$ cat src/rtl/rid_pkg.sv
// Shared types and constants for the recent-ID list with seen counts.
// Holds item, result and list-entry structs and the walk control bundle.
// No dependencies.
`default_nettype none

package rid_pkg;

    localparam int AddrW = 24;
    localparam int TimeW = 32;
    localparam int CntW  = 10;
    localparam int HourW = 5;
    localparam int SpanW = 17;

    localparam logic [TimeW-1:0] HourSec  = 32'd3600;
    localparam logic [CntW-1:0]  CntOvf   = 10'd999;
    localparam logic [6:0]       DayHours = 7'd24;

    typedef struct packed {
        logic             mode;
        logic [AddrW-1:0] addr;
        logic [TimeW-1:0] seen_time;
        logic             hidden;
        logic [TimeW-1:0] now_time;
        logic [HourW-1:0] utc_hour;
    } t_in_item;

    typedef struct packed {
        logic            was_listed;
        logic [CntW-1:0] seen_ever;
        logic [CntW-1:0] seen_today;
        logic [CntW-1:0] seen_hour;
        logic [CntW-1:0] visible_hour;
    } t_out_item;

    typedef struct packed {
        logic [AddrW-1:0] addr;
        logic [TimeW-1:0] stamp;
        logic             hidden;
    } t_entry;

    typedef struct packed {
        logic start;
        logic step;
        logic last;
    } t_walk_ctl;

endpackage

`default_nettype wire

$ cat src/rtl/rid_cell.sv
// One list cell: holds one recency position of the ID list.
// Shifts in its neighbor's entry while the list rotates. Uses rid_pkg.
`default_nettype none

module rid_cell (
    input  wire logic           i_clk,
    input  wire logic           i_rst_n,
    input  wire logic           i_shift,
    input  wire rid_pkg::t_entry i_d,
    output rid_pkg::t_entry     o_q
);

    logic [rid_pkg::AddrW-1:0] r_addr;
    logic [rid_pkg::TimeW-1:0] r_stamp;
    logic                      r_hidden;

    always_ff @(posedge i_clk) begin
        if (!i_rst_n) begin
            r_addr <= '0;
        end else if (i_shift) begin
            r_addr <= i_d.addr;
        end
    end

    always_ff @(posedge i_clk) begin
        if (i_shift) begin
            r_stamp  <= i_d.stamp;
            r_hidden <= i_d.hidden;
        end
    end

    assign o_q.addr   = r_addr;
    assign o_q.stamp  = r_stamp;
    assign o_q.hidden = r_hidden;

endmodule

`default_nettype wire

$ cat src/rtl/rid_head.sv
// Head unit of the list ring: sees one entry per cycle as the list rotates.
// Does move-to-front on observe beats and the seen counts on count beats. Uses rid_pkg.
`default_nettype none

module rid_head (
    input  wire logic                 i_clk,
    input  wire logic                 i_rst_n,
    input  wire rid_pkg::t_walk_ctl   i_ctl,
    input  wire rid_pkg::t_in_item    i_item,
    input  wire logic signed [4:0]    i_tz,
    input  wire logic                 i_last_used,
    input  wire rid_pkg::t_entry      i_cur,
    output rid_pkg::t_entry           o_wr,
    output rid_pkg::t_out_item        o_res
);

    function automatic logic [rid_pkg::CntW-1:0] sat_inc(input logic [rid_pkg::CntW-1:0] c);
        sat_inc = (c == rid_pkg::CntOvf) ? c : c + 1'b1;
    endfunction

    logic                      r_mode, n_mode;
    logic [rid_pkg::AddrW-1:0] r_key, n_key;
    rid_pkg::t_entry           r_carry, n_carry;
    logic                      r_done, n_done;
    logic                      r_listed, n_listed;
    logic                      r_stop, n_stop;
    logic                      r_last_used, n_last_used;
    logic [rid_pkg::TimeW-1:0] r_day_cut, n_day_cut;
    logic [rid_pkg::TimeW-1:0] r_hour_cut, n_hour_cut;
    logic [rid_pkg::CntW-1:0]  r_ever, n_ever;
    logic [rid_pkg::CntW-1:0]  r_today, n_today;
    logic [rid_pkg::CntW-1:0]  r_hour, n_hour;
    logic [rid_pkg::CntW-1:0]  r_vis, n_vis;

    logic signed [6:0]         w_sum;
    logic signed [6:0]         w_wrap_hi;
    logic signed [6:0]         w_local;
    logic [rid_pkg::HourW-1:0] w_hour_idx;
    logic [rid_pkg::SpanW-1:0] w_span;
    logic                      w_early;
    logic                      w_match;
    logic                      w_empty;
    logic                      w_in_day;

    // local hour and day span
    assign w_sum      = $signed({2'b00, i_item.utc_hour}) + $signed({{2{i_tz[4]}}, i_tz});
    assign w_wrap_hi  = (w_sum > $signed(7'd23)) ? w_sum - $signed(rid_pkg::DayHours) : w_sum;
    assign w_local    = (w_wrap_hi < $signed(7'd0)) ? w_wrap_hi + $signed(rid_pkg::DayHours)
                                                    : w_wrap_hi;
    assign w_hour_idx = w_local[rid_pkg::HourW-1:0];
    assign w_span     = rid_pkg::SpanW'(({27'd0, w_hour_idx} + 32'd1) * rid_pkg::HourSec);
    assign w_early    = i_item.now_time < {15'd0, w_span};

    assign w_match  = (i_cur.addr == r_key);
    assign w_empty  = (i_cur.addr == '0);
    assign w_in_day = (i_cur.stamp > r_day_cut);

    always_comb begin
        n_mode      = r_mode;
        n_key       = r_key;
        n_carry     = r_carry;
        n_done      = r_done;
        n_listed    = r_listed;
        n_stop      = r_stop;
        n_last_used = r_last_used;
        n_day_cut   = r_day_cut;
        n_hour_cut  = r_hour_cut;
        n_ever      = r_ever;
        n_today     = r_today;
        n_hour      = r_hour;
        n_vis       = r_vis;
        o_wr        = i_cur;
        if (i_ctl.start) begin
            n_mode         = i_item.mode;
            n_key          = i_item.addr;
            n_carry.addr   = i_item.addr;
            n_carry.stamp  = i_item.seen_time;
            n_carry.hidden = i_item.hidden;
            n_done         = (i_item.addr == '0);
            n_listed       = 1'b0;
            n_stop         = w_early;
            n_last_used    = i_last_used;
            n_day_cut      = i_item.now_time - {15'd0, w_span};
            n_hour_cut     = i_item.now_time - rid_pkg::HourSec;
            n_ever         = '0;
            n_today        = '0;
            n_hour         = '0;
            n_vis          = '0;
        end else if (i_ctl.step) begin
            if (!r_mode) begin
                if (!r_done) begin
                    o_wr = r_carry;
                    if (w_match || w_empty || i_ctl.last) begin
                        n_done   = 1'b1;
                        n_listed = w_match;
                    end else begin
                        n_carry = i_cur;
                    end
                end
            end else if (!r_stop) begin
                if (w_empty) begin
                    n_stop = 1'b1;
                end else begin
                    n_ever = sat_inc(r_ever);
                    if (w_in_day) begin
                        n_today = sat_inc(r_today);
                        if (i_cur.stamp > r_hour_cut) begin
                            n_hour = sat_inc(r_hour);
                            if (!i_cur.hidden) begin
                                n_vis = sat_inc(r_vis);
                            end
                        end
                    end
                    if (!w_in_day && r_last_used) begin
                        n_ever = rid_pkg::CntOvf;
                        n_stop = 1'b1;
                    end else if (i_ctl.last) begin
                        n_ever  = rid_pkg::CntOvf;
                        n_today = rid_pkg::CntOvf;
                        n_stop  = 1'b1;
                    end
                end
            end
        end
    end

    always_ff @(posedge i_clk) begin
        if (!i_rst_n) begin
            r_mode   <= 1'b0;
            r_done   <= 1'b1;
            r_stop   <= 1'b1;
            r_listed <= 1'b0;
        end else begin
            r_mode   <= n_mode;
            r_done   <= n_done;
            r_stop   <= n_stop;
            r_listed <= n_listed;
        end
        r_key       <= n_key;
        r_carry     <= n_carry;
        r_last_used <= n_last_used;
        r_day_cut   <= n_day_cut;
        r_hour_cut  <= n_hour_cut;
        r_ever      <= n_ever;
        r_today     <= n_today;
        r_hour      <= n_hour;
        r_vis       <= n_vis;
    end

    assign o_res.was_listed   = r_listed;
    assign o_res.seen_ever    = r_ever;
    assign o_res.seen_today   = r_today;
    assign o_res.seen_hour    = r_hour;
    assign o_res.visible_hour = r_vis;

endmodule

`default_nettype wire

$ cat src/rtl/recent_id_list_with_counts.sv
// Recent-ID list with seen counts: top level, a ring of LIST_DEPTH list cells and one head unit.
// Instantiates rid_cell and rid_head; uses rid_pkg.
// After accept, the whole list rotates once through the ring of cells past the head unit,
// which handles one recency position per cycle, then the result is loaded into the output
// register. A new item is taken only while the ring is at rest, at the earliest in the cycle
// after that load; a finished result may still wait at the output while the next item walks,
// and a walk that ends while the output register is still full holds until it drains.
// Reset empties the list at once; the timezone register may be written at any idle time.
`default_nettype none

module recent_id_list_with_counts #(
    parameter int LIST_DEPTH = 64
) (
    input  wire logic              i_clk,
    input  wire logic              i_rst_n,
    input  wire logic              i_cfg_wr_en,
    input  wire logic [4:0]        i_cfg_wr_data,
    input  wire logic              i_in_valid,
    output logic                   o_in_ready,
    input  wire rid_pkg::t_in_item i_in_data,
    output logic                   o_out_valid,
    input  wire logic              i_out_ready,
    output rid_pkg::t_out_item     o_out_data
);

    localparam int PosW = $clog2(LIST_DEPTH);
    localparam logic [PosW-1:0] PosLast = PosW'(LIST_DEPTH - 1);

    typedef enum logic [1:0] {
        ST_IDLE,
        ST_WALK,
        ST_DONE
    } t_state;

    t_state              r_state;
    logic [PosW-1:0]     r_pos;
    logic                r_out_valid;
    rid_pkg::t_out_item  r_out_data;
    logic signed [4:0]   r_tz;

    rid_pkg::t_entry     w_cell [LIST_DEPTH];
    rid_pkg::t_entry     w_wr;
    rid_pkg::t_out_item  w_res;
    rid_pkg::t_walk_ctl  w_ctl;
    logic                w_in_acc;

    assign w_in_acc  = i_in_valid && o_in_ready;
    assign w_ctl.start = w_in_acc;
    assign w_ctl.step  = (r_state == ST_WALK);
    assign w_ctl.last  = (r_pos == PosLast);

    genvar g;
    generate
        for (g = 0; g < LIST_DEPTH; g++) begin : g_cell
            if (g == LIST_DEPTH - 1) begin : g_tail
                rid_cell u_cell (
                    .i_clk   (i_clk),
                    .i_rst_n (i_rst_n),
                    .i_shift (w_ctl.step),
                    .i_d     (w_wr),
                    .o_q     (w_cell[g])
                );
            end else begin : g_body
                rid_cell u_cell (
                    .i_clk   (i_clk),
                    .i_rst_n (i_rst_n),
                    .i_shift (w_ctl.step),
                    .i_d     (w_cell[g+1]),
                    .o_q     (w_cell[g])
                );
            end
        end
    endgenerate

    rid_head u_head (
        .i_clk       (i_clk),
        .i_rst_n     (i_rst_n),
        .i_ctl       (w_ctl),
        .i_item      (i_in_data),
        .i_tz        (r_tz),
        .i_last_used (w_cell[LIST_DEPTH-1].addr != '0),
        .i_cur       (w_cell[0]),
        .o_wr        (w_wr),
        .o_res       (w_res)
    );

    always_ff @(posedge i_clk) begin
        if (!i_rst_n) begin
            r_tz <= '0;
        end else if (i_cfg_wr_en) begin
            r_tz <= $signed(i_cfg_wr_data);
        end
    end

    always_ff @(posedge i_clk) begin
        if (!i_rst_n) begin
            r_state     <= ST_IDLE;
            r_pos       <= '0;
            r_out_valid <= 1'b0;
        end else begin
            if ((r_state == ST_DONE) && (!r_out_valid || i_out_ready)) begin
                r_out_valid <= 1'b1;
            end else if (i_out_ready) begin
                r_out_valid <= 1'b0;
            end
            case (r_state)
                ST_IDLE: begin
                    if (w_in_acc) begin
                        r_pos   <= '0;
                        r_state <= ST_WALK;
                    end
                end
                ST_WALK: begin
                    r_pos <= r_pos + 1'b1;
                    if (w_ctl.last) begin
                        r_state <= ST_DONE;
                    end
                end
                ST_DONE: begin
                    if (!r_out_valid || i_out_ready) begin
                        r_out_data  <= w_res;
                        r_state     <= ST_IDLE;
                    end
                end
                default: begin
                    r_state <= ST_IDLE;
                end
            endcase
        end
    end

    assign o_in_ready  = (r_state == ST_IDLE);
    assign o_out_valid = r_out_valid;
    assign o_out_data  = r_out_data;

    a_start_walk: assert property (@(posedge i_clk) disable iff (!i_rst_n)
        w_in_acc |=> (r_state == ST_WALK) && (r_pos == '0))
        else $error("walk did not start at position zero after accept");

    a_walk_end: assert property (@(posedge i_clk) disable iff (!i_rst_n)
        (r_state == ST_WALK) && w_ctl.last |=> (r_state == ST_DONE))
        else $error("walk did not end after the last position");

    a_out_from_done: assert property (@(posedge i_clk) disable iff (!i_rst_n)
        $rose(o_out_valid) |-> ($past(r_state) == ST_DONE))
        else $error("result raised outside the done state");

    a_no_accept_busy: assert property (@(posedge i_clk) disable iff (!i_rst_n)
        (r_state == ST_WALK) && !w_ctl.last |=> !o_in_ready)
        else $error("input ready while the list is rotating");

endmodule

`default_nettype wire
$ cat config.mk
export PLATFORM = sky130hd
export DESIGN_NAME = recent_id_list_with_counts
export DESIGN_NICKNAME = d
export VERILOG_FILES = /design/src/rtl/rid_pkg.sv /design/src/rtl/rid_cell.sv /design/src/rtl/rid_head.sv /design/src/rtl/recent_id_list_with_counts.sv
export SDC_FILE = /design/constraint.sdc
export NUM_CORES = 2
export LEC_CHECK = 0
export ABC_CLOCK_PERIOD_IN_PS = 69300
export BUFFER_PORTS_ARGS = -buffer_cell sky130_fd_sc_hd__buf_4
export CORE_MARGIN = 1
export CORE_UTILIZATION = 55
export CTS_BUF_LIST = sky130_fd_sc_hd__clkbuf_4 sky130_fd_sc_hd__clkbuf_8
export DETAILED_ROUTE_END_ITERATION = 10
export PLACE_DENSITY = 0.71
export SYNTH_ARGS = -nofsm -noshare
export SYNTH_HDL_FRONTEND = slang
export SYNTH_SLANG_ARGS = --single-unit
$ cat constraint.sdc
create_clock -name i_clk -period 69.3 [get_ports i_clk]
set_clock_uncertainty 0.2 [all_clocks]
set_input_delay 6.93 -clock i_clk [delete_from_list [all_inputs] [get_ports i_clk]]
set_output_delay 6.93 -clock i_clk [all_outputs]
set_load 0.01 [all_outputs]
# --- After elaboration in Yosys (flattened, before gate mapping) ---
# Cells that the tools add are included.
totals:
  ff_bits: 3893
  latchBits: 0
  ramBits: 0
  romBits: 0
  inputBits: 105
  out_inout_bits: 43
  n_memories: 0
classes:
  add_sub_neg: 11
  n_mul: 1
  n_div: 0
  magnitude_cmp: 5
  n_eq_ne: 15
  n_shift: 0
  muxes: 37
  n_bitwise: 8
  n_reduce_logical: 28
op_table:
  columns: ["cell", "count"]
  rows:
  - ["two-way mux 57 bit", 8]
  - ["two-way mux 10 bit", 7]
  - ["> comparator 32 bit", 2]
  - ["zero test 24 bit", 2]
  - ["adder 10 x 1 -> 10 bit, second input constant", 4]
  - ["== test 10 bit, second input constant", 4]
  - ["less-than comparator 32 x 17 -> 1 bit", 1]
  - ["multiplier 32 x 8 -> 13 bit, second input constant", 1]
  - ["subtractor 32 x 12 -> 32 bit, second input constant", 1]
  - ["subtractor 32 x 17 -> 32 bit", 1]
  - ["== test 24 bit", 1]
  - ["nonzero test 24 bit", 1]
  - ["two-way mux 1 bit", 14]
  - ["one-hot mux 6 bit (2 select lines)", 1]
  - ["AND reduction 4 bit", 3]
  - ["NOT 1 bit", 8]
  - ["AND reduction 8 bit", 1]
  - ["nonzero test 2 bit", 4]
  - ["adder 6 x 5 -> 7 bit", 1]
  - ["> comparator 7 x 6 -> 1 bit, second input constant", 1]
  - ["less-than comparator 7 x 1 -> 1 bit, second input constant", 1]
  - ["two-way mux 7 bit", 1]
  - ["AND reduction 7 bit", 1]
  - ["subtractor 7 x 6 -> 7 bit, second input constant", 1]
  - ["other kinds (21)", 35]

# --- Longest topological paths before layout ---
logic_depth:
  depth_word: 9
  mapped_depth: 30
  depth_no_buf: 29

# --- By module ---
# From an unflattened synthesis, not the netlist that was laid out.
hier_totals:
  cells_unflattened: 8331
  hier_area_um2: 137264.1
modules_own_cells:
  columns: ["module", "n_inst", "cells_per_inst", "area_each_um2"]
  rows:
  - ["rid_cell", 64, 111, 1928.1]
  - ["rid_head", 1, 1110, 11964.0]
  - ["recent_id_list_with_counts", 1, 117, 1901.8]

# --- Worst setup path before layout ---
# OpenSTA, ideal clock, no wires.
synth_timing:
  path_type: "register -> register"
  startpoint: "register r_state[1]"
  endpoint: "register g_cell[0].g_body.u_cell.r_hidden (enable)"
  setup_time_ns: 3.290
  t_arrival_ns: 58.019
  t_required_ns: 65.810
  setup_slack_ns: 7.791
  stages_incl_launch_ff: 7
  path_buffers: 4
  path_cell_list: "dfxtp_1 > nand2b_1 > clkbuf_1 > inv_2 > clkbuf_1 > buf_1 > buf_1"
synth_via:
  elab_chain_len: 1
synth_rtl:
  columns: ["item", "line", "text"]
  rows:
  - ["start, declared", "recent_id_list_with_counts.sv:35", "t_state r_state;"]
  - ["start signal, assigned", "recent_id_list_with_counts.sv:97", "r_state <= ST_IDLE;"]
  - ["start signal, assigned", "recent_id_list_with_counts.sv:110", "r_state <= ST_WALK;"]
  - ["start signal, assigned", "recent_id_list_with_counts.sv:116", "r_state <= ST_DONE;"]
  - ["== test 2 x 1 -> 1 bit", "recent_id_list_with_counts.sv:49", "assign w_ctl.step = (r_state == ST_WALK);"]
  - ["end signal, assigned", "rid_cell.sv:28", "r_hidden <= i_d.hidden;"]
  - ["end, declared", "rid_cell.sv:15", "logic r_hidden;"]
# No other way between the ends.
# A chain may end at the register's enable or synchronous reset.

# --- Worst setup path after layout ---
layout_timing:
  startpoint: "input i_in_data[0] (netlist name)"
  endpoint: "register u_head.r_day_cut[27] (netlist name) (data pin)"
layout_via:
  elab_chain_len: 8
  elab_cells_between_ends: 10
  classes_between: "add/sub (5); mul (1); order compare (2); mux (2)"
layout_rtl:
  columns: ["item", "line", "text"]
  rows:
  - ["start, declared", "recent_id_list_with_counts.sv:20", "input wire rid_pkg::t_in_item i_in_data,"]
  - ["adder 6 x 5 -> 7 bit (*)", "rid_head.sv:46", "assign w_sum = $signed({2'b00, i_item.utc_hour}) + $signed({{2{i_tz[4]}}, i_tz});"]
  - ["subtractor 7 x 6 -> 7 bit or > comparator 7 x 6 -> 1 bit (tied branches)", "rid_head.sv:47", "assign w_wrap_hi = (w_sum > $signed(7'd23)) ? w_sum - $signed(rid_pkg::DayHours) : w_sum;"]
  - ["two-way mux 7 bit (*)", "rid_head.sv:47", null]
  - ["less-than comparator 7 x 1 -> 1 bit or adder 5 x 4 -> 5 bit (tied branches)", "rid_head.sv:48", "assign w_local = (w_wrap_hi < $signed(7'd0)) ? w_wrap_hi + $signed(rid_pkg::DayHours)"]
  - ["two-way mux 5 bit (*)", "rid_head.sv:48", null]
  - ["adder 5 x 1 -> 6 bit (*)", "rid_head.sv:51", "assign w_span = rid_pkg::SpanW'(({27'd0, w_hour_idx} + 32'd1) * rid_pkg::HourSec);"]
  - ["multiplier 32 x 8 -> 13 bit (*)", "rid_head.sv:51", null]
  - ["subtractor 32 x 17 -> 32 bit (*)", "rid_head.sv:83", "n_day_cut = i_item.now_time - {15'd0, w_span};"]
  - ["end signal, assigned", "rid_head.sv:142", "r_day_cut <= n_day_cut;"]
  - ["end, declared", "rid_head.sv:28", "logic [rid_pkg::TimeW-1:0] r_day_cut, n_day_cut;"]
# Every way passes the cells marked *; elsewhere a longest branch is shown, timed or not.

==> impl_metrics.yaml <==
cts:
  ctsResizeCount: 0
  hold_buffers: 0
  root_buffer: "clkbuf_8"
  cts.sinks: 3889
  postCtsSetupRepairBufs: 0
  cts.reportedPaths.clkPinSlew_ps: 60
  clockBufferDepth: 4
  h-tree-depth: 6
  clk_latency_ps: 1090
  cts_buffers: 613
  cts_tree: "yes"
cells_and_area:
  syn_to_final_growth_pct: 11.88
  final_layout_size_suffix_gt1_frac: 0.1188
  final_util: 0.6198
  fill_cells: 17880
  final_cells: 14080
  nets: 10640
  final_area_um2: 149200
logic_synthesis:
  synth_edf_count: 2295
  ys_types: 91
  ys_top_cells_by_count: "nand2_1, edfxtp_1, dfxtp_1"
  ys_async_sr_fraction: 0
  syn_avg_cell_area_um2: 13.14
  synthFlopType: "edfxtp_1"
  synthCells: 10150
  netlist_area_um2: 133400
  yosysWarnings: 0
  ys_ff_latch: 3889
  syn_nets: 10360
  synth.most_common_cell: "nand2_1"
  yosys.area.top_type_share: 0.5167
  synth_top_area_cell: "edfxtp_1"
  synthTopCellsByArea: "edfxtp_1, dfxtp_1, nand2_1, a21boi_0, clkbuf_1"
  seq_area_frac_synth: 0.7560
placement:
  io_buffers: 147
  placed_area_um2: 137000
  hpwl_um: 126500
  gp_congestion: 0.8677
  pre_cts_ws_ps: 54890
  placed_cells: 12990
grt:
  grt.overflow.total: 0
  grt_pass1_wl_um: 369700
  grt_util_all_layers: 0.1859
  grt_max_degree: 329
  antenna_found_initial: 15
  grt_pass1_vias: 70760
power_and_ir_drop:
  intPower_mw: 3.690
  seq_power_share: 0.537
  clkPwrFrac: 0.400
  p_comb_frac: 0.063
  ir_worst_vdd_mv: 0.02318
  p_leak_nw: 48.22
  p_switching_mw: 1.078
  p_per_area_nw_per_um2: 31.95
  swShare: 0.2260
die:
  die_y_um: 494.4
  coreArea_um2: 240800
  fp.dieW_um: 494.4
  dieArea_um2: 244500
  ioPinCount: 148
  initial_core_util: 0.5540
  rows: 180
drt:
  wl_met1_um: 109700
  first_pass_iters: 7
  wl_met3_um: 10900
  ant_nets: 0
  drcViolationCount: 0
  routed_via_density: 5.170
  routed_wirelength_um: 228200
  dr_total_vias: 72800
  top_layer_used: "met5"
  drtIter0Drc: 5723
  wl_met2_um: 101200
  wire_per_inst_um: 16.21
sta:
  final.min_clock_period_ps: 13510
  tns_ps: 0
  clock.fmax_ghz: 0.07404
  hold_viol_final: 0
  slew_viol_final: 0
  worst_slew_pin_slew_ps: 1424
  layout_setup_ws_ps: 55790
  slew_headroom: 0.05044
  setup_viol: 0
  period_share: 0.1949
  rsz0062_at_grt: "false"
worst_setup_path:
  arrival_ps: 14050
  path_max_fanout: 8
  cp_common_cell: "ha_1"
  startpoint_type: "input pin"
  crit_path_end_kind: "register"
  slowest_stage: "a311oi_2"
  max_stage_delay_ps: 470
  worst-setup-path-type: "in -> reg"
  cp.required_ps: 69840
outcome:
  outcome: "complete, no violations"
hold_path:
  hold_class: "reg -> reg"
job:
  maxCapViolations: 0
[per-layer routing]
| layer | global-route usage | vias up |
|---|---|---|
| met4 | 0.06897 | 14 |
| met1 | 0.2697 | 35340 |
| met2 | 0.2760 | 1394 |
| li1 | - | 35580 |
| met3 | 0.03976 | 467 |
| met5 | 0 | - |
[worst max-delay path: cells and delay by family]
family                   cells  cell delay [ps]
AO/OA/AOI/OAI                7             1650
XOR/XNOR                     2              290
buffers and inverters        4              380
AND/OR/NAND/NOR              8             2080
adder cells (fa/ha/maj)      8             2700
[cells by family after synthesis]
family	synth area share
AOI/OAI and AO/OA	0.09847
xor gates and xnor gates	0.006895
adders and majority gates	0.01085
buffers and inverters	0.01896
DFF	0.7560
muxes	0.003762
other	0.00002812
and+or+nand+nor	0.1050
[through the flow]
| step | total power, mW | hold slack (ps) |
|---|---|---|
| after floorplan | 3.065 | 200.3 |
| after global placement | 2.907 | 202.0 |
| after detailed placement | 2.911 | 204.5 |
| after CTS | 4.835 | 152.4 |
| after global routing | 4.969 | 174.1 |
| final | 4.768 | 156.9 |
[power groups by stage]
| stage | sequential (mW) | clock [mW] | combinational (mW) |
|---|---|---|---|
| after floorplan | 2.84 | 0 | 0.227 |
| after global placement | 2.61 | 0 | 0.297 |
| after detailed placement | 2.61 | 0 | 0.300 |
| after CTS | 2.56 | 1.97 | 0.301 |
| after global routing | 2.57 | 2.07 | 0.331 |
| final | 2.56 | 1.91 | 0.298 |
[final timing paths]
path | to | slack [ps] | start | cells after the start
setup / recovery | u_head.r_day_cut[27] | 55790 | i_in_data[0] | 29
hold / removal | g_cell[58].g_body.u_cell.r_stamp[4] | 160 | g_cell[59].g_body.u_cell.r_stamp[4] | 0
setup reg to reg | g_cell[15].g_body.u_cell.r_stamp[18] | 59940 | r_state[1] | 11
hold reg to reg | g_cell[58].g_body.u_cell.r_stamp[4] | 160 | g_cell[59].g_body.u_cell.r_stamp[4] | 0
[state kept, by name, indices dropped and copies added (netlist names), 24 cells and up]
| signal | cells |
|---|---|
| g_cell.g_body.u_cell.r_stamp | 2016 |
| g_cell.g_body.u_cell.r_addr | 1512 |
| g_cell.g_body.u_cell.r_hidden | 63 |
| u_head.r_carry | 57 |
| o_out_data | 41 |
| g_cell.g_tail.u_cell.r_stamp | 32 |
| u_head.r_hour_cut | 32 |
| u_head.r_day_cut | 28 |
| g_cell.g_tail.u_cell.r_addr | 24 |
| u_head.r_key | 24 |
[cell type report]
class	instances	area, um^2	area share
tap	3185	3985	0.02671
inverter	100	387.9	0.002599
clock buffer	911	11140	0.07468
clock inverter	169	1061	0.007111
timing repair buffer	220	1747	0.01171
multi-input combinational	5598	30040	0.2013
antenna	8	20.02	0.0001342
sequential	3889	100800	0.6757
[layout by cell type, fill, tap and decap left out, drive strengths merged, types with 7 or more instances in the layout]
cell	n
a21boi	1518
nand2b	13
nand4	26
nor2	62
inv	117
nor3	27
o211ai	12
diode	8
clkinvlp	9
mux2	33
nand2	3274
nor4	38
a21o	40
bufinv	7
mux2i	13
edfxtp	2295
buf	220
o211a	25
clkbuf	911
nand3	83
nor2b	12
o21ai	31
dfxtp	1594
a21oi	57
xor2	42
clkinv	136
ha	106
o21a	10
and3	9
xnor2	63
and2	10
a211oi	9
(Power assumes the default switching activity.)
